<file path="src/rtl/ita_pkg.sv">
// Shared types, constants and helper functions for the integer-to-ASCII formatter.
`timescale 1ns / 1ps
package ita_pkg;

	localparam int WORD_W     = 32;
	localparam int HEX_DIGITS = 8;
	localparam int WORD_NIBS  = WORD_W / 4;
	localparam int DEC_DIGITS = 10;
	localparam int BCD_W      = DEC_DIGITS * 4;
	localparam int CHAR_W     = 8;

	// Sequencer counter covers the 32 conversion steps and every hex position.
	localparam int CNT_MAX = (HEX_DIGITS > WORD_W) ? HEX_DIGITS : WORD_W;
	localparam int CNT_W   = $clog2(CNT_MAX);

	// Left-justify the low HEX_DIGITS nibbles when fewer than a full word is shown.
	localparam int HEX_PRE = (HEX_DIGITS < WORD_NIBS) ? 4 * (WORD_NIBS - HEX_DIGITS) : 0;

	localparam logic [CHAR_W-1:0] CHAR_ZERO  = 8'h30;
	localparam logic [CHAR_W-1:0] CHAR_MINUS = 8'h2D;

	localparam logic OP_DEC = 1'b0;
	localparam logic OP_HEX = 1'b1;

	typedef enum logic [2:0] {
		UCMD_HOLD,
		UCMD_LOAD,
		UCMD_DAB,
		UCMD_HEX,
		UCMD_DIG
	} unit_cmd_t;

	localparam logic [CHAR_W-1:0] HEX_GLYPHS [16] = '{
		8'h30, 8'h31, 8'h32, 8'h33, 8'h34, 8'h35, 8'h36, 8'h37,
		8'h38, 8'h39, 8'h41, 8'h42, 8'h43, 8'h44, 8'h45, 8'h46
	};

	function automatic logic [CHAR_W-1:0] hex_glyph(input logic [3:0] nib);
		return HEX_GLYPHS[nib];
	endfunction

	function automatic logic [CHAR_W-1:0] dec_glyph(input logic [3:0] dig);
		return CHAR_ZERO + {4'b0000, dig};
	endfunction

endpackage

</file>
<file path="src/rtl/ita_req_if.sv">
// Request channel: format mode and 32-bit word.
`timescale 1ns / 1ps
interface ita_req_if;
	logic                       valid;
	logic                       ready;
	logic                       op;
	logic [ita_pkg::WORD_W-1:0] value;

	modport source (output valid, output op, output value, input ready);
	modport sink   (input valid, input op, input value, output ready);
endinterface

</file>
<file path="src/rtl/ita_char_if.sv">
// Character channel: one ASCII code with an end-of-number mark.
`timescale 1ns / 1ps
interface ita_char_if;
	logic                       valid;
	logic                       ready;
	logic [ita_pkg::CHAR_W-1:0] char_code;
	logic                       last_char;

	modport source (output valid, output char_code, output last_char, input ready);
	modport sink   (input valid, input char_code, input last_char, output ready);
endinterface

</file>
<file path="src/rtl/ita_shift_unit.sv">
// Shared shift unit: binary word and BCD register, shift-add-3 and digit shifts.
`timescale 1ns / 1ps
module ita_shift_unit (
	input  logic                       clk,
	input  ita_pkg::unit_cmd_t         cmd,
	input  logic [ita_pkg::WORD_W-1:0] load_word,
	output logic [3:0]                 top_nib,
	output logic [3:0]                 top_dig
);
	import ita_pkg::*;

	logic [WORD_W-1:0] bin_q;
	logic [BCD_W-1:0]  bcd_q;
	logic [BCD_W-1:0]  bcd_adj;

	// Add three to every digit of five or more before the doubling shift.
	always_comb begin
		for (int d = 0; d < DEC_DIGITS; d++) begin
			if (bcd_q[d*4 +: 4] >= 4'd5) begin
				bcd_adj[d*4 +: 4] = bcd_q[d*4 +: 4] + 4'd3;
			end else begin
				bcd_adj[d*4 +: 4] = bcd_q[d*4 +: 4];
			end
		end
	end

	always_ff @(posedge clk) begin
		case (cmd)
			UCMD_LOAD: begin
				bin_q <= load_word;
				bcd_q <= '0;
			end
			UCMD_DAB: begin
				bcd_q <= {bcd_adj[BCD_W-2:0], bin_q[WORD_W-1]};
				bin_q <= {bin_q[WORD_W-2:0], 1'b0};
			end
			UCMD_HEX: begin
				bin_q <= {bin_q[WORD_W-5:0], 4'b0000};
			end
			UCMD_DIG: begin
				bcd_q <= {bcd_q[BCD_W-5:0], 4'b0000};
			end
			default: begin
			end
		endcase
	end

	assign top_nib = bin_q[WORD_W-1 -: 4];
	assign top_dig = bcd_q[BCD_W-1 -: 4];

endmodule

</file>
<file path="src/rtl/integer_to_ascii_formatter.sv">
// Top level: sequencer around the shared shift unit and the character output register.
//
//  channel | dir | payload                         | request accepted when
//  req     | in  | op (1), value (32)              | req.valid && req.ready
//  chr     | out | char_code (8), last_char (1)    | chr.valid && chr.ready
//
// Hex mode: the word is loaded, then one character per digit (HEX_DIGITS characters).
// Decimal mode: the magnitude is loaded, 32 shift-add-3 steps run in the shift unit, a
// minus sign goes out if negative, then the BCD digits (10), leading zeros dropped.
// req.ready is high only while the sequencer is idle; a stalled chr holds the sign and digit output.
// Reset clears the sequencer and the output valid; no clearing pass.
`timescale 1ns / 1ps
module integer_to_ascii_formatter (
	input  logic       clk,
	input  logic       arst_n,
	ita_req_if.sink    req,
	ita_char_if.source chr
);
	import ita_pkg::*;

	typedef enum logic [2:0] {
		S_IDLE,
		S_CONV,
		S_SIGN,
		S_DEC,
		S_HEX
	} state_t;

	localparam logic [CNT_W-1:0] CONV_LAST = CNT_W'(WORD_W - 1);
	localparam logic [CNT_W-1:0] DEC_LAST  = CNT_W'(DEC_DIGITS - 1);
	localparam logic [CNT_W-1:0] HEX_LAST  = CNT_W'(HEX_DIGITS - 1);
	localparam logic [CNT_W-1:0] WORD_NIB_CNT = CNT_W'(WORD_NIBS);

	state_t             state_q;
	logic [CNT_W-1:0]   cnt_q;
	logic               neg_q;
	logic               lead_q;
	logic               ovalid_q;
	logic [CHAR_W-1:0]  char_q;
	logic               last_q;

	unit_cmd_t          cmd;
	logic [WORD_W-1:0]  load_word;
	logic [3:0]         top_nib;
	logic [3:0]         top_dig;
	logic               out_free;
	logic               accept;
	logic               in_word;
	logic               skip_zero;
	logic               load_out;

	assign accept    = req.valid && req.ready;
	assign out_free  = !ovalid_q || chr.ready;
	assign in_word   = cnt_q < WORD_NIB_CNT;
	assign skip_zero = lead_q && (top_dig == 4'd0) && (cnt_q != '0);
	// load a new character into the output register this cycle
	assign load_out  = out_free && ((state_q == S_SIGN) || (state_q == S_HEX) ||
		(state_q == S_DEC && !skip_zero));

	always_comb begin
		if (req.op == OP_HEX) begin
			load_word = req.value << HEX_PRE;
		end else if (req.value[WORD_W-1]) begin
			load_word = '0 - req.value;
		end else begin
			load_word = req.value;
		end
	end

	always_comb begin
		cmd = UCMD_HOLD;
		case (state_q)
			S_IDLE: begin
				if (accept) cmd = UCMD_LOAD;
			end
			S_CONV: cmd = UCMD_DAB;
			S_DEC: begin
				if (skip_zero || out_free) cmd = UCMD_DIG;
			end
			S_HEX: begin
				if (out_free && in_word) cmd = UCMD_HEX;
			end
			default: cmd = UCMD_HOLD;
		endcase
	end

	ita_shift_unit u_shift (
		.clk       (clk),
		.cmd       (cmd),
		.load_word (load_word),
		.top_nib   (top_nib),
		.top_dig   (top_dig)
	);

	always_ff @(posedge clk or negedge arst_n) begin
		if (!arst_n) begin
			state_q  <= S_IDLE;
			cnt_q    <= '0;
			neg_q    <= 1'b0;
			lead_q   <= 1'b0;
			ovalid_q <= 1'b0;
			char_q   <= '0;
			last_q   <= 1'b0;
		end else begin
			if (load_out) begin
				ovalid_q <= 1'b1;
			end else if (chr.ready) begin
				ovalid_q <= 1'b0;
			end
			case (state_q)
				S_IDLE: begin
					if (accept) begin
						neg_q <= (req.op == OP_DEC) && req.value[WORD_W-1];
						if (req.op == OP_HEX) begin
							cnt_q   <= HEX_LAST;
							state_q <= S_HEX;
						end else begin
							cnt_q   <= CONV_LAST;
							state_q <= S_CONV;
						end
					end
				end
				S_CONV: begin
					if (cnt_q == '0) begin
						cnt_q   <= DEC_LAST;
						lead_q  <= 1'b1;
						state_q <= neg_q ? S_SIGN : S_DEC;
					end else begin
						cnt_q <= cnt_q - 1'b1;
					end
				end
				S_SIGN: begin
					if (out_free) begin
						char_q   <= CHAR_MINUS;
						last_q   <= 1'b0;
						state_q  <= S_DEC;
					end
				end
				S_DEC: begin
					if (skip_zero) begin
						// drop a leading zero without using the output slot
						cnt_q <= cnt_q - 1'b1;
					end else if (out_free) begin
						char_q   <= dec_glyph(top_dig);
						last_q   <= (cnt_q == '0);
						lead_q   <= 1'b0;
						if (cnt_q == '0) begin
							state_q <= S_IDLE;
						end else begin
							cnt_q <= cnt_q - 1'b1;
						end
					end
				end
				S_HEX: begin
					if (out_free) begin
						char_q   <= hex_glyph(in_word ? top_nib : 4'd0);
						last_q   <= (cnt_q == '0);
						if (cnt_q == '0) begin
							state_q <= S_IDLE;
						end else begin
							cnt_q <= cnt_q - 1'b1;
						end
					end
				end
				default: state_q <= S_IDLE;
			endcase
		end
	end

	assign req.ready     = (state_q == S_IDLE);
	assign chr.valid     = ovalid_q;
	assign chr.char_code = char_q;
	assign chr.last_char = last_q;

	a_hex_start: assert property (@(posedge clk) disable iff (!arst_n)
		(accept && req.op == OP_HEX) |=> (state_q == S_HEX))
		else $error("hex request did not start digit output");

	a_conv_end: assert property (@(posedge clk) disable iff (!arst_n)
		(state_q == S_CONV && cnt_q == '0) |=> (state_q == S_SIGN || state_q == S_DEC))
		else $error("conversion did not hand over to digit output");

	a_sign_out: assert property (@(posedge clk) disable iff (!arst_n)
		(state_q == S_SIGN && out_free) |=>
			(chr.valid && chr.char_code == CHAR_MINUS && !chr.last_char))
		else $error("minus sign not loaded into output register");

	a_last_not_sign: assert property (@(posedge clk) disable iff (!arst_n)
		(chr.valid && chr.last_char) |-> (chr.char_code != CHAR_MINUS))
		else $error("minus sign marked as last character");

endmodule

</file>
<file path="src/flat_wrapper.sv">
// flat-port wrapper written by rule: the top's interface ports become plain ports
module integer_to_ascii_formatter_flat import ita_pkg::*;
  (clk, arst_n, req_valid, req_op, req_value, req_ready, chr_valid, chr_char_code, chr_last_char, chr_ready);
  ita_req_if req_i ();
  ita_char_if chr_i ();
  input  logic clk;
  input  logic arst_n;
  input wire logic [$bits(req_i.valid)-1:0] req_valid;
  input wire logic [$bits(req_i.op)-1:0] req_op;
  input wire logic [$bits(req_i.value)-1:0] req_value;
  output wire logic [$bits(req_i.ready)-1:0] req_ready;
  output wire logic [$bits(chr_i.valid)-1:0] chr_valid;
  output wire logic [$bits(chr_i.char_code)-1:0] chr_char_code;
  output wire logic [$bits(chr_i.last_char)-1:0] chr_last_char;
  input wire logic [$bits(chr_i.ready)-1:0] chr_ready;
  assign req_i.valid = req_valid;
  assign req_i.op = req_op;
  assign req_i.value = req_value;
  assign req_ready = req_i.ready;
  assign chr_valid = chr_i.valid;
  assign chr_char_code = chr_i.char_code;
  assign chr_last_char = chr_i.last_char;
  assign chr_i.ready = chr_ready;
  integer_to_ascii_formatter u_core (.clk(clk), .arst_n(arst_n), .req(req_i), .chr(chr_i));
endmodule
</file>
<file path="config.mk">
export PLATFORM = sky130hd
export DESIGN_NAME = integer_to_ascii_formatter_flat
export DESIGN_NICKNAME = d
export VERILOG_FILES = /design/src/rtl/ita_pkg.sv /design/src/rtl/ita_req_if.sv /design/src/rtl/ita_char_if.sv /design/src/rtl/ita_shift_unit.sv /design/src/rtl/integer_to_ascii_formatter.sv /design/src/flat_wrapper.sv
export SDC_FILE = /design/constraint.sdc
export NUM_CORES = 1
export LEC_CHECK = 0
export BUFFER_PORTS_ARGS = -buffer_cell sky130_fd_sc_hd__buf_2
export CORE_MARGIN = 2
export CORE_UTILIZATION = 55
export DETAILED_ROUTE_END_ITERATION = 8
export PLACE_DENSITY_LB_ADDON = 0.3
export SLEW_MARGIN = 20
export SYNTH_ARGS = -nofsm -noshare
export SYNTH_HDL_FRONTEND = slang
export SYNTH_SLANG_ARGS = --single-unit
</file>
<file path="constraint.sdc">
create_clock -name clk -period 3.4 [get_ports clk]
set_input_delay 0.85 -clock clk [delete_from_list [all_inputs] [get_ports clk]]
set_output_delay 0.85 -clock clk [all_outputs]
set_load 0.01 [all_outputs]
</file>
# Yosys cells after proc, flatten, opt, wreduce, memory -nomap -nowiden

Memories as Yosys holds them, arrays and structs flattened.
Index checks and enable logic that the tools add are counted.

Word-level logic and storage cells: 131
Input bits: 37
Bits in latches: 0
Output and inout port bits: 11
RAM bits: 0
Bits in read-only memories: 128
Bits in registers: 92
Memories kept: 1

Memory list:

| name             | words | bits a word | rd ports | clocked after Yosys merged registers in | wr ports | RTL line      | RTL |
|---|---|---|---|---|---|---|---|
| (name not given) | 16    | 8           | 1        | 0                                       | 0        | ita_pkg.sv:39 | `return HEX_GLYPHS[nib];` |

Shifts and indexed selects: 0
Reductions and logical operators: 29
Div/mod/pow operators: 0
Muxes and demuxes: 51
Bitwise operators: 2
Equal/unequal tests: 14
$lt $le $gt $ge: 12
$add $sub $neg: 13
Multipliers: 0

Operators by type and width:

| operator                                                              | number |
|---|---|
| 40-bit one-hot mux with 3 select lines                                | 1 |
| 32-bit one-hot mux with 3 select lines                                | 1 |
| 32-bit 2-to-1 mux                                                     | 2 |
| 8-bit 2-to-1 mux                                                      | 6 |
| 4-bit by 3-bit >= comparator with 1-bit output, second input constant | 10 |
| 4-bit 2-to-1 mux                                                      | 10 |
| 4-bit by 2-bit adder with 4-bit output, second input constant         | 9 |
| 1-bit by 32-bit subtractor with 32-bit output, first input constant   | 1 |
| 5-bit 2-to-1 mux                                                      | 6 |
| 3-bit 2-to-1 mux                                                      | 9 |
| 8-bit one-hot mux with 3 select lines                                 | 1 |
| 5-bit one-hot mux with 4 select lines                                 | 1 |
| 3-bit one-hot mux with 5 select lines                                 | 1 |
| 3-bit by 2-bit == test with 1-bit output, second input constant       | 4 |
| 3-bit one-hot mux with 4 select lines                                 | 1 |
| 1-bit 2-to-1 mux                                                      | 9 |
| 3-bit nonzero test                                                    | 3 |
| 2-bit by 1-bit != test with 1-bit output, second input constant       | 4 |
| 4-bit AND reduction                                                   | 2 |
| 6-bit by 4-bit adder with 7-bit output, first input constant          | 1 |
| 1-bit logical AND                                                     | 7 |
| 3-bit by 1-bit == test with 1-bit output, second input constant       | 2 |
| 3-bit == test, second input constant                                  | 2 |
| 5-bit >= comparator, second input constant                            | 1 |
| other kinds (20)                                                      | 27 |

# Logic depth before layout (Yosys ltp)

Gate-level depths: netlist of run 1.

Depth in word-level cells: 8
Mapped depth: 10
Depth with buffers taken out: 9

# Modules after synthesis

A second synthesis of run 1 with hierarchy kept.

Cells, all modules: 647
Area, all modules: 6236.0 µm²

By module, submodules not included:

| module                     | sequential area each (µm²) | instances | area an instance (µm²) | cells each |
|---|---|---|---|---|
| ita_shift_unit             | 2162.1                     | 1         | 4204.0                 | 381 |
| integer_to_ascii_formatter | 475.5                      | 1         | 2031.9                 | 266 |

# Worst setup path before layout of run 1

OpenSTA, ideal clock, no wires.

Path kind: input to register
Start: input chr_ready
End: register u_core.u_shift.bcd_q[0] (enable)
Cell stages on the path: 5
Data required time: 2995 ps
Buffers on the path: 2
Arrival: 2774 ps
Setup time: 405 ps
Setup slack: 221 ps
Cell sequence: nor2b_1 buf_2 a21oi_1 clkbuf_1 nand3b_1

Longest elaborated chain between the ends: 6
Elaborated cells between the ends (all ways): 10
Those cells by class: eq/ne: 3; mux: 3; reduce/logical: 4

Ends and longest elaborated chain:

| element                                                      | RTL line                                                           | RTL |
|---|---|---|
| start, declared                                              | flat_wrapper.sv:15                                                 | `input wire logic [$bits(chr_i.ready)-1:0] chr_ready;` |
| 1-bit logical OR *                                           | integer_to_ascii_formatter.sv:53                                   | `assign out_free = !ovalid_q \|\| chr.ready;` |
| 1-bit logical AND / 1-bit logical OR (equally long branches) | integer_to_ascii_formatter.sv:81, integer_to_ascii_formatter.sv:78 |  |
| 2-bit 2-to-1 mux / 3-bit 2-to-1 mux (equally long branches)  | integer_to_ascii_formatter.sv:81, integer_to_ascii_formatter.sv:78 |  |
| 3-bit one-hot mux with 4 select lines *                      | integer_to_ascii_formatter.sv:72                                   | `case (state_q)` |
| 3-bit == test, or another cell as far along                  | ita_shift_unit.sv:28                                               | `case (cmd)` |
| 3-bit nonzero test (no line) *                               | --                                                                 |  |
| end signal, assigned                                         | ita_shift_unit.sv:34                                               | `bcd_q <= {bcd_adj[BCD_W-2:0], bin_q[WORD_W-1]};` |
| end signal, assigned                                         | ita_shift_unit.sv:41                                               | `bcd_q <= {bcd_q[BCD_W-5:0], 4'b0000};` |
| end, declared                                                | ita_shift_unit.sv:13                                               | `logic [BCD_W-1:0] bcd_q;` |

Every way passes the cells marked *; elsewhere a longest branch is shown, timed or not.
A chain may end at the register's enable or synchronous reset.

# Final worst setup path of run 1

Start: register u_core.state_q[0]
End: register u_core.u_shift.bcd_q[16] (enable)

Longest elaborated chain between the ends: 6
Elaborated cells between the ends (all ways): 11
Those cells by class: eq/ne: 6; mux: 2; reduce/logical: 3

Ends and longest elaborated chain:

| element                                     | RTL line                                                            | RTL |
|---|---|---|
| start, declared                             | integer_to_ascii_formatter.sv:34                                    | `state_t state_q;` |
| start signal, assigned                      | integer_to_ascii_formatter.sv:127                                   | `state_q <= neg_q ? S_SIGN : S_DEC;` |
| 3-bit zero test                             | integer_to_ascii_formatter.sv:72, integer_to_ascii_formatter.sv:170 |  |
| 1-bit logical AND                           | integer_to_ascii_formatter.sv:52                                    | `assign accept = req.valid && req.ready;` |
| 1-bit 2-to-1 mux                            | integer_to_ascii_formatter.sv:74                                    | `if (accept) cmd = UCMD_LOAD;` |
| 3-bit one-hot mux with 4 select lines *     | integer_to_ascii_formatter.sv:72                                    |  |
| 3-bit == test, or another cell as far along | ita_shift_unit.sv:28                                                |  |
| 3-bit nonzero test (no line) *              | --                                                                  |  |

Marks and branches as above.

==> impl_metrics.tcl, run 1 <==
set metrics [dict create \
    outcome "complete, no violations" \
    irDropWorstVdd_mv 0.360 \
    synth_compound_area_frac 0.235 \
    insertion_delay_ns 0.35 \
    maxSlewViolCount 0 \
    crit_type "reg2reg" \
    crit_arrival_ns 2.63 \
    root_buffer "clkbuf_8" \
    area_delta_synth_final_pct 9.11 \
    wl_per_cell_microns 16.0 \
    numCtsBuffers 9 \
    drc_errors 0 \
    synthCells 631 \
    chipWidth_microns 108 \
    hpwlAfterDp_microns 9270 \
    cts_sinks 91 \
    post_cts_buffers 0 \
    layout_commonest_cell "o21ai_0" \
    vias 4951 \
    grt_pass1_wl_microns 21600 \
    setup_viol 0 \
    syn-num-nets 694 \
    ys_types 58 \
    drv_cap 0 \
    die_y_microns 108 \
    synth_simple_gate_area_frac 0.157 \
    most-common-layout-cells "o21ai_0, edfxtp_1, nand2_1, a21oi_1, buf_2" \
    ys_ff_latch 91 \
    synth_xor_area_frac 0.0579 \
    tritoncts "built" \
    synth_warnings 0 \
    n_antenna_cell 0 \
    dr.pass1.iters 5 \
    synth_top_family_by_area "compound AO/OA/AOI/OAI gates" \
    cts_buffer_depth 2 \
    rsz0062_at_grt "false" \
    slew_headroom 0.525 \
    postRouteAntennaNets 0 \
    grt_use_total 0.230 \
    clock.fmax_ghz 0.384 \
    rows 37 \
    fin_hold_ws_ns 0.430 \
    cp-end-kind "register" \
    start_kind "register" \
    cp.required_ns 3.42 \
    seq_area_frac_synth 0.447 \
    period_share 0.767 \
    grt_max_degree 43 \
    synth_edf_count 72 \
    yosys_most_used_dff "edfxtp_1" \
    initial_utilization 0.569 \
    power_density_mw_per_mm2 918 \
    io_buffers 46 \
    worst_pin_slew_ns 0.707 \
    grt_antenna_before_repair 0 \
    min_period_ns 2.61 \
    p_leak_uw 0.00241 \
    clk_pin_slew_ns 0.08 \
    die_area_sq_mm 0.0116 \
    avgSynthCellArea_sq_um 9.36 \
    hold_buffers 0 \
    tns_ns 0 \
    synth-async-reset-ratio 0.209 \
    io-pin-count 48 \
    grt_overflow 0 \
    initialDrtViolationCount 362 \
    nNetsFinal 731 \
    min_path_type "in2async" \
    grt_pass1_vias 4677 \
    cp_max_fo 27 \
    finalHoldViolations 0 \
    cts_resized 0 \
    fin_worst_skew_ns 0.00558 \
    vias_per_cell 6.12 \
    routed_wl_microns 12900 \
    muxShareOfSynthArea 0.00170 \
    synthAdderAreaFrac 0.0551 \
    h-tree-depth 3 \
    routabilityCongestion 0.911 \
    drive_gt1_frac 0.125 \
    core_sq_mm 0.0104 \
    synth_area_sq_mm 0.00590 \
]
[registers in the layout (all words and copies together) (netlist names)]
| name | flops |
|---|---|
| u_core.chr.char_code | 7 |
| u_core.chr.last_char | 1 |
| u_core.chr.valid | 1 |
| u_core.cnt_q | 5 |
| u_core.lead_q | 1 |
| u_core.neg_q | 1 |
| u_core.state_q | 3 |
| u_core.u_shift.bcd_q | 40 |
| u_core.u_shift.bin_q | 32 |
[power breakdown]
part	switching [uW]	internal, uW
clock network	372	259
registers	504	2040
logic	1650	1090
total	2530	3390
[layout make-up]
cell class | count | area [sq um]
fillers | 899 | 3930
multi-input cells | 470 | 3010
flip-flops and latches | 91 | 2640
repair buffers | 59 | 328
well taps | 136 | 170
inverters | 37 | 139
clock buffers | 10 | 128
clock inverters | 6 | 32.5
[synthesized netlist by cell type (all sizes together), types with 14 or more instances]
| master | n | area [sq um] |
|---|---|---|
| a22oi | 28 | 210 |
| a21oi | 52 | 260 |
| clkbuf | 27 | 101 |
| nand2b | 14 | 87.6 |
| nand2 | 59 | 221 |
| ha | 26 | 325 |
| inv | 37 | 139 |
| nor2 | 26 | 97.6 |
| o21ai | 93 | 465 |
| edfxtp | 72 | 2160 |
| nor3 | 14 | 75.1 |
| nor3b | 21 | 163 |
| dfrtp | 19 | 475 |
| xnor2 | 28 | 245 |
[cells by family after synthesis]
logic type | Yosys count
compound gates | 229
xor+xnor | 39
fa+ha+maj | 26
buf+inv | 70
flops | 91
mux | 1
other cells | 1
simple gates | 174
[metal layers]
layer  global-route usage  part of all wire  wire length, microns
met3               0.0387             0.044                   567
met5                    0                 0                     0
met1                0.326              0.48                  6200
met4               0.0650             0.013                   170
met2                0.366              0.46                  5960
[worst max-delay path, stage by stage, from the launching register on]
cell,delay (ns)
dfrtp_1,0.72
nor2b_1,0.62
nand2_1,0.24
a21oi_2,0.18
nand3b_1,0.15
buf_4,0.35
[final timing paths]
check / start / endpoint / slack [ns] / cells after the start
min reg2reg: u_core.chr.char_code[6] / u_core.chr.char_code[6] / 0.48 / 1
min in group clk: u_core.chr.char_code[6] / u_core.chr.char_code[6] / 0.48 / 1
min: arst_n / u_core.state_q[1] / 0.43 / 1
max in group asynchronous: arst_n / u_core.chr.char_code[1] / 2.65 / 1
max reg2reg: u_core.state_q[0] / u_core.u_shift.bcd_q[16] / 0.79 / 5
max: u_core.state_q[0] / u_core.u_shift.bcd_q[16] / 0.79 / 5
[stage by stage]
| step | cells | power, uW | util | setup WS, ns | area [sq um] |
|---|---|---|---|---|---|
| 6_report | 809 | 5920 | 0.621 | 0.793 | 6440 |
| 5_1_grt | 809 | 6420 | 0.621 | 0.602 | 6440 |
| 4_1_cts | 809 | 5920 | 0.621 | 0.825 | 6440 |
| 3_5_place_dp | 793 | 5280 | 0.606 | 0.497 | 6280 |
| 3_3_place_gp | 793 | 5120 | 0.606 | 0.499 | 6280 |
| 2_1_floorplan | 631 | 4490 | - | 0.221 | 5900 |
(Power assumes the default switching activity.)
==> run 2: changes to the inputs <==
Settings changed: ABC_AREA from default to 1.
Clock period 3.4 ns to 2.2 ns, I/O delays scaled along.
==> run 2 against run 1 <==
Non-clock buffer count is 7 higher. Via count is 9.6% higher. Cell count is 19% higher. Maximum frequency is 30% higher. Utilization is 0.59 points higher. Largest power group unchanged. Worst setup slack worse by 0.60 ns. Critical endpoint is now u_core.u_shift.bcd_q[39]. Synthesized area is 3.5% higher. Combinational power is 75% higher. Hold slack worse by 0.29 ns. Clock skew is 0.0083 ns higher.
==> impl_metrics.tcl, run 2 <==
set metrics [dict create \
    outcome "complete, no violations" \
    crit_family "simple AND/OR/NAND/NOR gates" \
    rsz0062_at_grt "false" \
    critical-path-max-stage-delay_ns 0.45 \
    die_area_sq_mm 0.0120 \
    irDropWorstVdd_mv 0.595 \
    grt_pass1_vias 5227 \
    p_int_uw 5360 \
    crit_cells 9 \
    synth-async-reset-ratio 0.209 \
    grt_overflow 0 \
    start_kind "register" \
    fin_worst_skew_ns 0.0139 \
    grt_max_degree 33 \
    wl_per_cell_microns 14.2 \
    crit_buf_inv 3 \
    io_buffers 46 \
    regMostFlops "u_core.u_shift.bcd_q" \
    yosys.area.top_type_share 0.354 \
    most-common-layout-cells "nand2_1, inv_1, nor2_1, edfxtp_1, nand3_1" \
    ys_ff_latch 91 \
    ys_types 40 \
    root_buffer "clkbuf_8" \
    clk_pin_slew_ns 0.09 \
    p_switching_uw 4270 \
    h-tree-depth 3 \
    initialDrtViolationCount 283 \
    crit_arrival_ns 2.08 \
    synth_area_leader_cell "edfxtp_1" \
    critPathCapture "u_core.u_shift.bcd_q[39]" \
    cts_buffer_depth 2 \
    yosys-top-cells-area "edfxtp_1, nand2_1, dfrtp_1" \
    cp-end-kind "register" \
    worst_pin_slew_ns 0.549 \
    largest_reg_flops 40 \
    finalHoldViolations 0 \
    r2r_slack_ns 0.19 \
    drive_gt1_frac 0.142 \
    postRouteAntennaNets 0 \
    routed_wl_microns 13700 \
    chipWidth_microns 109 \
    maxSlewViolCount 0 \
    drv_cap 0 \
    insertion_delay_ns 0.36 \
    synth_edf_count 72 \
    grt_antenna_before_repair 0 \
    p_sw_frac 0.443 \
    n_antenna_cell 0 \
    numCtsBuffers 9 \
    cp.required_ns 2.27 \
    grt_use_total 0.238 \
    share_seq_of_total_power 0.397 \
    vias_per_cell 5.63 \
    ff2ff_path_depth 9 \
    fin_cells 963 \
    crit_type "reg2reg" \
    reg2reg_to "u_core.u_shift.bcd_q[39]" \
    startpoint "u_core.u_shift.bcd_q[36]" \
    clock.fmax_ghz 0.497 \
    synth_warnings 0 \
    path_cells "inv_1 -> ha_1 -> nand2_1 -> nor3_1 -> nand2_1 -> inv_1 -> o21ai_4 -> nand3_4 -> buf_12" \
    drc_errors 0 \
    r2r_start "u_core.u_shift.bcd_q[36]" \
    io-pin-count 48 \
    layout_commonest_cell "nand2_1" \
    nNetsFinal 881 \
    clkPwrFrac 0.104 \
    min_path_type "in2async" \
    setup_viol 0 \
    grt_pass1_wl_microns 23000 \
    slowest_stage "edfxtp_1" \
    avgSynthCellArea_sq_um 8.03 \
    vias 5426 \
    slew_headroom 0.632 \
    yosysMostFrequentCell "nand2_1" \
    period_share 0.914 \
    dr.pass1.iters 5 \
    yosys_most_used_dff "edfxtp_1" \
    synthCells 761 \
    power_density_mw_per_mm2 1420 \
    fin_hold_ws_ns 0.139 \
    syn-num-nets 824 \
    area_delta_synth_final_pct 11.3 \
    hpwlAfterDp_microns 10300 \
    die_y_microns 109 \
    cts_sinks 91 \
    ys_top_cells_by_count "nand2_1, inv_1, nor2_1" \
    p_comb_frac 0.499 \
    core_sq_mm 0.0108 \
    rows 38 \
    place_inst 947 \
    cp_max_fo 16 \
    tritoncts "built" \
    synth_area_sq_mm 0.00611 \
    seq_area_frac_synth 0.432 \
    p_leak_uw 0.00299 \
    routabilityCongestion 0.917 \
    initial_utilization 0.564 \
    fillers 943 \
    tns_ns 0 \
    min_period_ns 2.01 \
]
-- run 2: power groups by stage --
stage	logic [uW]	registers (uW)	clock network, uW
floorplan	3460	3690	0
global placement	4530	3800	0
detailed placement	4770	3840	0
CTS	4780	3810	1020
global route	5470	3920	1080
finish	4810	3820	1000
-- run 2: cell families (layout without fill, tap and decap cells) --
| family | Yosys count | count (layout) | share of synthesized area |
|---|---|---|---|
| DFF | 91 | 91 | 0.432 |
| buffers and inverters | 131 | 193 | 0.0842 |
| other | 1 | 1 | 0.000614 |
| AOI/OAI and AO/OA | 177 | 177 | 0.177 |
| xor gates and xnor gates | 14 | 14 | 0.0201 |
| adders and majority gates | 26 | 26 | 0.0532 |
| and+or+nand+nor | 321 | 321 | 0.233 |
-- run 2: worst min path at each step --
| stage | startpoint | end | slack, ns | depth (start not counted) |
|---|---|---|---|---|
| after floorplan | arst_n | u_core.chr.char_code[0] | 0.25 | 0 |
| after global placement | u_core.chr.char_code[3] | u_core.chr.char_code[3] | 0.45 | 2 |
| after detailed placement | u_core.chr.char_code[5] | u_core.chr.char_code[5] | 0.46 | 2 |
| after CTS | arst_n | u_core.chr.char_code[1] | 0.14 | 1 |
| after global routing | arst_n | u_core.chr.char_code[1] | 0.17 | 1 |
| final | arst_n | u_core.chr.char_code[1] | 0.14 | 1 |
-- run 2: final cells by class --
type,count,area (sq um),share of cell area
sequential,91,2640,0.388
multi-input combinational,539,2990,0.439
clock inverter,3,15.0,0.00221
clock buffer,13,149,0.0219
inverter,111,419,0.0616
tap,140,175,0.0258
timing repair buffer,66,418,0.0615
-- run 2: per-layer routing --
metal  vias to the layer above  wire length (microns)  track usage
met4                         0                    168       0.0796
met2                       168                   6590        0.408
li1                       2725                      -            -
met5                         -                      0            0
met1                      2521                   6300        0.316
met3                        12                    636       0.0255
-- run 2: timing repair --
item	CTS	global route
hold buffers	0	0
gates resized for setup	0	2
setup buffers	0	0
setup endpoints to repair	0	2
-- run 2: metrics by stage --
stage	utilization	total power, uW	instance area, sq um	setup slack (ns)
final	0.627	9630	6800	0.190
after global routing	0.627	10500	6800	0.0147
after CTS	0.627	9610	6800	0.175
after detailed placement	0.612	8610	6630	0.00744
after global placement	0.612	8330	6630	0.0861
after floorplan	-	7150	6150	-0.249
